--- src/hw/rtl/thsd_pkg.sv ---
// Shared constants and types for the tagged header stream decoder.
`default_nettype none

package thsd_pkg;

	// Field widths
	localparam int unsigned BYTE_W   = 8;
	localparam int unsigned CODE_W   = 3;
	localparam int unsigned VALUE_W  = 64;
	localparam int unsigned STATUS_W = 2;
	localparam int unsigned GROUP_W  = 7;

	// Header byte decoding
	localparam logic [4:0] SHORT_MAX = 5'd22;
	localparam logic [4:0] LONG_MARK = 5'd31;

	// Length groups
	localparam logic [VALUE_W-1:0] MAX_VALUE_BYTES = 64'd8;
	localparam logic [6:0] SHIFT_LIMIT = 7'd64;
	localparam logic [6:0] GROUP_STEP  = 7'd7;
	// last shift position whose next step still lands at or below the limit
	localparam logic [6:0] SHIFT_SAT   = SHIFT_LIMIT - GROUP_STEP;

	// Result status codes
	localparam logic [STATUS_W-1:0] ST_OK       = 2'd0;
	localparam logic [STATUS_W-1:0] ST_TOO_LONG = 2'd1;
	localparam logic [STATUS_W-1:0] ST_OVERFLOW = 2'd2;

	// One decoded header
	typedef struct packed {
		logic [CODE_W-1:0]   code;
		logic [VALUE_W-1:0]  value;
		logic [STATUS_W-1:0] status;
	} thsd_result_t;

endpackage

`default_nettype wire

--- src/hw/rtl/tagged_header_stream_decoder.sv ---
// Top level of the tagged header stream decoder.
`default_nettype none

// Decodes type/length/value object headers from a byte stream. Each input
// transfer carries one byte; each output transfer carries one complete
// header: the 3-bit type code and status on tuser, the 64-bit value on tdata
// (zero when status is not ok). Short values, 1 to 8 following value bytes,
// and 7-bit length groups ended by a byte with bit 7 set are handled; payload
// bytes are not skipped, so the byte after a header is read as a new header.
// Rate: one byte per cycle sustained while the output side accepts results,
// with the decode state updated once for each byte. An input byte passes
// through the input register, then the result register. The input side
// stalls only while a result is held and the output side is not ready.
module tagged_header_stream_decoder
	import thsd_pkg::*;
(
	input  wire logic              clk,
	input  wire logic              arst_n,
	input  wire logic              s_axis_tvalid,
	output logic                   s_axis_tready,
	input  wire logic [BYTE_W-1:0] s_axis_tdata,   // [7:0] data_byte
	output logic                   m_axis_tvalid,
	input  wire logic              m_axis_tready,
	output logic [VALUE_W-1:0]     m_axis_tdata,   // [63:0] header_value
	output logic [CODE_W+STATUS_W-1:0] m_axis_tuser // [2:0] header_code, [4:3] status
);

	logic              take;
	logic              valid_s1;
	logic [BYTE_W-1:0] byte_s1;
	thsd_result_t      res_q;

	thsd_in_stage u_in_stage (
		.clk           (clk),
		.arst_n        (arst_n),
		.s_axis_tvalid (s_axis_tvalid),
		.s_axis_tready (s_axis_tready),
		.s_axis_tdata  (s_axis_tdata),
		.take          (take),
		.valid_s1      (valid_s1),
		.byte_s1       (byte_s1)
	);

	thsd_core u_core (
		.clk         (clk),
		.arst_n      (arst_n),
		.valid_s1    (valid_s1),
		.byte_s1     (byte_s1),
		.take        (take),
		.res_valid_q (m_axis_tvalid),
		.res_ready   (m_axis_tready),
		.res_q       (res_q)
	);

	// result fields onto the output transfer
	assign m_axis_tdata = res_q.value;
	assign m_axis_tuser = {res_q.status, res_q.code};

endmodule

`default_nettype wire

--- src/hw/rtl/thsd_in_stage.sv ---
// Input register stage: captures one stream byte per transfer.
`default_nettype none

module thsd_in_stage
	import thsd_pkg::*;
(
	input  wire logic              clk,
	input  wire logic              arst_n,
	input  wire logic              s_axis_tvalid,
	output logic                   s_axis_tready,
	input  wire logic [BYTE_W-1:0] s_axis_tdata,   // data_byte
	input  wire logic              take,
	output logic                   valid_s1,
	output logic [BYTE_W-1:0]      byte_s1
);

	// room when empty or when the held byte leaves this cycle
	assign s_axis_tready = !valid_s1 || take;

	always_ff @(posedge clk or negedge arst_n) begin
		if (!arst_n) begin
			valid_s1 <= 1'b0;
		end else if (s_axis_tready) begin
			valid_s1 <= s_axis_tvalid;
		end
	end

	always_ff @(posedge clk) begin
		if (s_axis_tready && s_axis_tvalid) begin
			byte_s1 <= s_axis_tdata;
		end
	end

endmodule

`default_nettype wire

--- src/hw/rtl/thsd_core.sv ---
// Header decode state machine with the result register.
`default_nettype none

module thsd_core
	import thsd_pkg::*;
(
	input  wire logic              clk,
	input  wire logic              arst_n,
	input  wire logic              valid_s1,
	input  wire logic [BYTE_W-1:0] byte_s1,
	output logic                   take,
	output logic                   res_valid_q,
	input  wire logic              res_ready,
	output thsd_result_t           res_q
);

	typedef enum logic [1:0] {
		PH_HEADER = 2'd0,
		PH_VALUE  = 2'd1,
		PH_LENGTH = 2'd2
	} phase_t;

	phase_t               phase_q, phase_d;
	logic [CODE_W-1:0]    held_code_q, held_code_d;
	logic [VALUE_W-1:0]   value_acc_q, value_acc_d;
	logic [3:0]           bytes_rem_q, bytes_rem_d;
	logic [5:0]           byte_shift_q, byte_shift_d;
	logic [VALUE_W-1:0]   len_acc_q, len_acc_d;
	logic [6:0]           group_shift_q, group_shift_d;
	logic                 len_ovf_q, len_ovf_d;

	logic                 emit;
	thsd_result_t         res_d;
	logic [GROUP_W-1:0]   grp;
	logic [VALUE_W+GROUP_W-1:0] grp_wide;
	logic [4:0]           short_val;
	logic [4:0]           long_bytes;

	// byte moves on when the result register can take whatever it yields
	assign take = valid_s1 && (!res_valid_q || res_ready);

	assign grp        = byte_s1[GROUP_W-1:0];
	assign grp_wide   = {{VALUE_W{1'b0}}, grp} << group_shift_q[5:0];
	assign short_val  = byte_s1[7:3];
	assign long_bytes = short_val - SHORT_MAX;

	// next state and result for the byte in the input register
	always_comb begin
		phase_d       = phase_q;
		held_code_d   = held_code_q;
		value_acc_d   = value_acc_q;
		bytes_rem_d   = bytes_rem_q;
		byte_shift_d  = byte_shift_q;
		len_acc_d     = len_acc_q;
		group_shift_d = group_shift_q;
		len_ovf_d     = len_ovf_q;
		emit          = 1'b0;
		res_d.value   = '0;
		res_d.status  = ST_OK;

		case (phase_q)
			PH_VALUE: begin
				value_acc_d  = value_acc_q |
					({{(VALUE_W-BYTE_W){1'b0}}, byte_s1} << byte_shift_q);
				byte_shift_d = byte_shift_q + 6'd8;
				bytes_rem_d  = bytes_rem_q - 4'd1;
				if (bytes_rem_d == 4'd0) begin
					emit        = 1'b1;
					res_d.value = value_acc_d;
					phase_d     = PH_HEADER;
				end
			end
			PH_LENGTH: begin
				// past bit 63 any set group bit is lost
				if (group_shift_q >= SHIFT_LIMIT) begin
					if (grp != '0) len_ovf_d = 1'b1;
				end else begin
					len_acc_d = len_acc_q | grp_wide[VALUE_W-1:0];
					if (grp_wide[VALUE_W+GROUP_W-1:VALUE_W] != '0) len_ovf_d = 1'b1;
					group_shift_d = (group_shift_q >= SHIFT_SAT) ? SHIFT_LIMIT
						: group_shift_q + GROUP_STEP;
				end
				// terminator byte closes the length field
				if (byte_s1[7]) begin
					if (len_ovf_d) begin
						emit         = 1'b1;
						res_d.status = ST_OVERFLOW;
						phase_d      = PH_HEADER;
					end else if (len_acc_d > MAX_VALUE_BYTES) begin
						emit         = 1'b1;
						res_d.status = ST_TOO_LONG;
						phase_d      = PH_HEADER;
					end else if (len_acc_d == '0) begin
						emit    = 1'b1;
						phase_d = PH_HEADER;
					end else begin
						bytes_rem_d  = len_acc_d[3:0];
						value_acc_d  = '0;
						byte_shift_d = '0;
						phase_d      = PH_VALUE;
					end
				end
			end
			default: begin
				held_code_d = byte_s1[CODE_W-1:0];
				if (short_val <= SHORT_MAX) begin
					emit        = 1'b1;
					res_d.value = {{(VALUE_W-5){1'b0}}, short_val};
				end else if (short_val < LONG_MARK) begin
					bytes_rem_d  = long_bytes[3:0];
					value_acc_d  = '0;
					byte_shift_d = '0;
					phase_d      = PH_VALUE;
				end else begin
					len_acc_d     = '0;
					group_shift_d = '0;
					len_ovf_d     = 1'b0;
					phase_d       = PH_LENGTH;
				end
			end
		endcase

		res_d.code = held_code_d;
	end

	// decode state and result register
	always_ff @(posedge clk or negedge arst_n) begin
		if (!arst_n) begin
			phase_q       <= PH_HEADER;
			held_code_q   <= '0;
			value_acc_q   <= '0;
			bytes_rem_q   <= '0;
			byte_shift_q  <= '0;
			len_acc_q     <= '0;
			group_shift_q <= '0;
			len_ovf_q     <= 1'b0;
			res_valid_q   <= 1'b0;
			res_q         <= '0;
		end else begin
			if (take) begin
				phase_q       <= phase_d;
				held_code_q   <= held_code_d;
				value_acc_q   <= value_acc_d;
				bytes_rem_q   <= bytes_rem_d;
				byte_shift_q  <= byte_shift_d;
				len_acc_q     <= len_acc_d;
				group_shift_q <= group_shift_d;
				len_ovf_q     <= len_ovf_d;
			end
			if (take && emit) begin
				res_valid_q <= 1'b1;
				res_q       <= res_d;
			end else if (res_ready) begin
				res_valid_q <= 1'b0;
			end
		end
	end

endmodule

`default_nettype wire

--- config.mk ---
export PLATFORM = sky130hd
export DESIGN_NAME = tagged_header_stream_decoder
export DESIGN_NICKNAME = d
export VERILOG_FILES = /design/src/hw/rtl/thsd_pkg.sv /design/src/hw/rtl/tagged_header_stream_decoder.sv /design/src/hw/rtl/thsd_in_stage.sv /design/src/hw/rtl/thsd_core.sv
export SDC_FILE = /design/constraint.sdc
export NUM_CORES = 1
export LEC_CHECK = 0
export BUFFER_PORTS_ARGS = -buffer_cell sky130_fd_sc_hd__clkbuf_2
export CORE_ASPECT_RATIO = 1.75
export CORE_MARGIN = 2
export CORE_UTILIZATION = 35
export DETAILED_ROUTE_END_ITERATION = 10
export SLEW_MARGIN = 25
export SYNTH_ARGS = -nofsm -noshare
export SYNTH_HDL_FRONTEND = slang
export SYNTH_HIERARCHICAL = 1
export SYNTH_SLANG_ARGS = --single-unit
--- constraint.sdc ---
create_clock -name clk -period 6.3 [get_ports clk]
set_input_delay 0.63 -clock clk [delete_from_list [all_inputs] [get_ports clk]]
set_output_delay 0.63 -clock clk [all_outputs]
set_load 0.02 [all_outputs]
; After elaboration in Yosys (flattened, before gate mapping)
; Index checks and enable logic that the tools add are counted.
[totals]
out_inout_bits = 71
ff_bits = 230
word_cells = 120
in_bits = 12
[classes]
eq_ne = 11
n_bitwise = 3
n_reduce_logical = 18
n_mux = 63
n_lt_le_gt_ge = 5
shift = 2
addsub = 4
[ops]
columns = op, n
row1 = two-way mux 64 bit, 11
row2 = one-hot mux 64 bit (2 select lines), 3
row3 = bitwise OR 64 bit, 2
row4 = left shift 7 x 6 -> 71 bit, 1
row5 = greater-than comparator 64 x 4 -> 1 bit (second input constant), 1
row6 = logical NOT 64 bit, 1
row7 = left shift 8 x 6 -> 64 bit, 1
row8 = two-way mux 6 bit, 6
row9 = two-way mux 7 bit, 4
row10 = two-way mux 4 bit, 6
row11 = two-way mux 2 bit, 9
row12 = two-way mux 1 bit, 16
row13 = inequality test 2 bit (second input constant), 7
row14 = one-hot mux 7 bit (2 select lines), 1
row15 = nonzero test 7 bit, 2
row16 = one-hot mux 6 bit (2 select lines), 1
row17 = one-hot mux 4 bit (2 select lines), 1
row18 = AND reduction 4 bit, 2
row19 = adder 7 x 3 -> 7 bit (second input constant), 1
row20 = >= comparator 7 x 6 -> 1 bit (second input constant), 1
row21 = >= comparator 7 bit (second input constant), 1
row22 = AND reduction 7 bit, 1
row23 = adder 6 x 4 -> 6 bit (second input constant), 1
row24 = less-or-equal comparator 5 bit (second input constant), 1
row25 = other kinds (20), 25

; Longest topological paths before layout
[logic_depth]
ltp_word = 12
depth_mapped = 14

; Hierarchy
; The synthesis kept the hierarchy.
[modules_own_cells]
columns = module, area_each_um2, cells_per_inst, seq_area_each_um2, n_inst
row1 = thsd_core, 10989.3, 1050, 5455.2, 1
row2 = thsd_in_stage, 294.0, 12, 265.3, 1

; Worst setup path after synthesis
; No wires, ideal clock.
[synth_timing]
path_kind = reg-to-reg
from = reg u_core.group_shift_q[1]
to = reg u_core.value_acc_q[25]
setup_ns = 0.125
required_ns = 6.175
arrival_ns = 3.246
path_stages_with_launch = 13
n_path_buf = 3
slack_ns = 2.929
cell_sequence = dfrtp_1 > buf_6 > buf_6 > mux2_4 > a221oi_4 > o22ai_2 > or2_1 > o41ai_2 > o211ai_2 > o41ai_4 > nand2_4 > buf_6 > mux2_4
[synth_via]
elab_chain_len = 7
word_cells_on_any_way = 15
[synth_rtl]
columns = item, line_no
row1 = "start, declared", thsd_core.sv:29  ; logic [6:0] group_shift_q, group_shift_d;
row2 = "start signal, assigned", thsd_core.sv:147  ; group_shift_q <= group_shift_d;
row3 = left shift 7 x 6 -> 71 bit, thsd_core.sv:43  ; assign grp_wide = {{VALUE_W{1'b0}}, grp} << group_shift_q[5:0];
row4 = bitwise OR 64 bit / nonzero test 7 bit (equally long branches), "thsd_core.sv:78, thsd_core.sv:79"
row5 = two-way mux 64 bit / two-way mux 1 bit (equally long branches), "thsd_core.sv:75, thsd_core.sv:79"
row6 = two-way mux 64 bit / two-way mux 1 bit (equally long branches), "thsd_core.sv:61, thsd_core.sv:75"
row7 = "greater-than comparator 64 x 4 -> 1 bit, or another cell as far along", thsd_core.sv:89  ; end else if (len_acc_d > MAX_VALUE_BYTES) begin
row8 = inequality test 2 bit (no source line), -
row9 = AND reduction 7 bit (no source line) *, -
row10 = "end signal, assigned", thsd_core.sv:143  ; value_acc_q <= value_acc_d;
row11 = "end, declared", thsd_core.sv:25  ; logic [VALUE_W-1:0] value_acc_q, value_acc_d;
; Mark *: on every way between the ends. The rest lies on a longest branch, timed or not. The select of a mux whose other input is x is not followed.
; A chain may end at the register's enable or synchronous reset.

; Final worst setup path
[layout_timing]
from = reg u_core.group_shift_q[1]
to = reg u_core.value_acc_q[50]
; Same word-level chain as after synthesis.

==> flow_summary.toml <==
[power]
p_leak_nw = 5.82
peakVddDrop_v = 0.000263
pwr_density_cell_nw_per_um2 = 436

[cts]
cts-root-buf = "clkbuf_16"
htreeDepth = 1
cts_resized = 0
post_cts_buffers = 0
ctsHoldBuffers = 0
cts_tree = "done"
insertion_delay_ns = 0.52
cts.sinks = 227
clk_pin_slew_ns = 0.07
cts_buffer_depth = 3
numCtsBuffers = 22

[final_layout]
final_util = 0.398
final_common_cell = "dfrtp_1"
multi_input_area_um2 = 5090
layout.nets = 1131
antennaDiodeCount = 0
syn_to_final_growth_pct = 12.9
fill_cells = 3158
finalNonFillerCells = 1525
regArea_um2 = 5720
design_area_um2 = 12700
drive_above_1_share = 0.207
final_cell_mix = "219 x dfrtp_1, 124 x nor2_1, 106 x a21oi_1, 81 x clkbuf_2, 72 x nand2_1"

[worst_setup_path]
required_ns = 6.70
cpPeakStageDelay_ns = 0.75
worst_path_max_delay_cell = "a222oi_1"
path_cells = "buf_4, mux2_2, a222oi_1, o21ai_1, nor2_1, o211a_1, o2111ai_1, o41ai_4, nand2_4, mux2_4"
crit_path_end_kind = "flip-flop"
arrival_ns = 5.56
crit_buf_inv = 1
worstSetupPathType = "reg2reg"
crit_family = "compound AO/OA/AOI/OAI gates"
cp-start-kind = "flip-flop"
crit_fanout = 64

[global_routing]
grt_pass1_wl_mm = 50.7
grt_pass1_vias = 8931
antenna_found_initial = 0
grt-ovfl-total = 0
grt_max_degree = 84
grt_usage = 0.189

[run_status]
status = "completed"

[die]
initial_core_util = 0.353
ios = 83
die_area_um2 = 33700
die_w_um = 140
core_area_um2 = 32000
fp-row-count = 87
die_h_um = 242

[synth]
syn_nets = 1083
syn_area_um2 = 11300
ys_seq_area_frac = 0.507
synth_cells = 1062
synth_edf_count = 8
synth_ff_type = "dfrtp_1"
synth_warnings = 6
async_flop_share = 0.965
synth_cell_types = 83
avgSynthCellArea_um2 = 10.6
ys_seq_elements = 227

[sta]
worstMarginPinSlew_ns = 1.07
min_period_ns = 5.16
slew_headroom = 0.288
finalClockSkew_ns = 0.0131
grt_setup_unrepaired = "no"
hold_viol_final = 0
setup_slack_ns = 1.14
min_period_over_period = 0.819
report.final.setup_viol = 0
fmax_mhz = 194
fin_tns_setup_ns = 0
maxSlewViolCount = 0

[detailed_routing]
wl_per_cell_um = 21.4
route.final.wire_length_mm = 32.6
route.antenna.remaining_nets = 0
drtPass1Iterations = 6
vias_per_cell = 5.79
drtIter0Drc = 640
drc = 0
vias = 8832

[place]
port_buffers = 82
placed_cells = 1486
post_dp_cell_area_um2 = 12000
hpwl_mm = 22.5
dp_slack_ns = 1.23
routabilityCongestion = 0.983

[min_path]
hold_path_class = "in2async"

[flow_run]
drv_cap = 0
per-layer routing:
metal,routed length (µm),share of wire,GRT usage
met1,12000,0.37,0.207
met2,16700,0.51,0.331
met3,1310,0.040,0.0226
met4,2520,0.077,0.140
met5,0,0,0
worst paths after layout:
path	from	end	slack, ns	cells past startpoint
min in group clk	s_axis_tdata[3]	u_in_stage/byte_s1[3]	0.29	1
hold / removal	arst_n	u_core/res_q[0]	0.09	1
max in group asynchronous	arst_n	u_core/res_valid_q	4.87	2
setup reg to reg	u_core/group_shift_q[1]	u_core/value_acc_q[50]	1.14	10
setup / recovery	u_core/group_shift_q[1]	u_core/value_acc_q[50]	1.14	10
hold reg to reg	u_core/res_q[0]	u_core/res_q[0]	0.48	1
power by group:
group          switching [W]  leakage (nW)  internal, W  total (W)
clock network       0.000573         0.383     0.000862    0.00144
logic                0.00129          2.38     0.000820    0.00211
registers           0.000254          3.06      0.00176    0.00201
synthesized netlist by cell type (all sizes together), types with 9 or more instances:
master | number | area share
inv | 18 | 0.0060
clkbuf | 50 | 0.017
ha | 9 | 0.010
a21oi | 106 | 0.047
nor4 | 19 | 0.011
nor2 | 124 | 0.041
mux2i | 15 | 0.013
o22ai | 9 | 0.0055
buf | 27 | 0.019
a22o | 29 | 0.023
nor3 | 19 | 0.0084
dfrtp | 219 | 0.49
mux2 | 71 | 0.080
nand3 | 12 | 0.0053
o2bb2ai | 60 | 0.047
nand2 | 73 | 0.025
o21ai | 36 | 0.017
cells by family after synthesis:
family | Yosys count | synth area share
simple gates | 303 | 0.127
compound gates | 330 | 0.212
flops | 227 | 0.507
mux | 87 | 0.0951
xor+xnor | 8 | 0.00621
buf+inv | 98 | 0.0429
fa+ha+maj | 9 | 0.00998
stage by stage:
step           power [W]  hold WS (ns)
3_3_place_gp     0.00410         0.465
3_5_place_dp     0.00413         0.472
6_report         0.00555        0.0927
2_1_floorplan    0.00359         0.334
4_1_cts          0.00559        0.0978
5_1_grt          0.00585         0.138
flip-flops by register name, indices dropped and copies added (netlist names):
register and cells:
u_core/byte_shift_q 3, u_core/group_shift_q 7, u_core/res_q 69, u_core/len_ovf_q 1, u_core/phase_q 2, u_core/len_acc_q 64
u_in_stage/byte_s1 8, u_core/held_code_q 3, u_core/value_acc_q 64, u_core/bytes_rem_q 4, u_core/res_valid_q 1, u_in_stage/valid_s1 1
cell type report:
cell class                 instances  area share
clock buffer                      34      0.0532
clock inverter                     5     0.00815
inverter                          21     0.00619
multi-input combinational        737       0.400
sequential                       227       0.449
tap                              400      0.0393
timing repair buffer             101      0.0442
(Power assumes the default switching activity.)
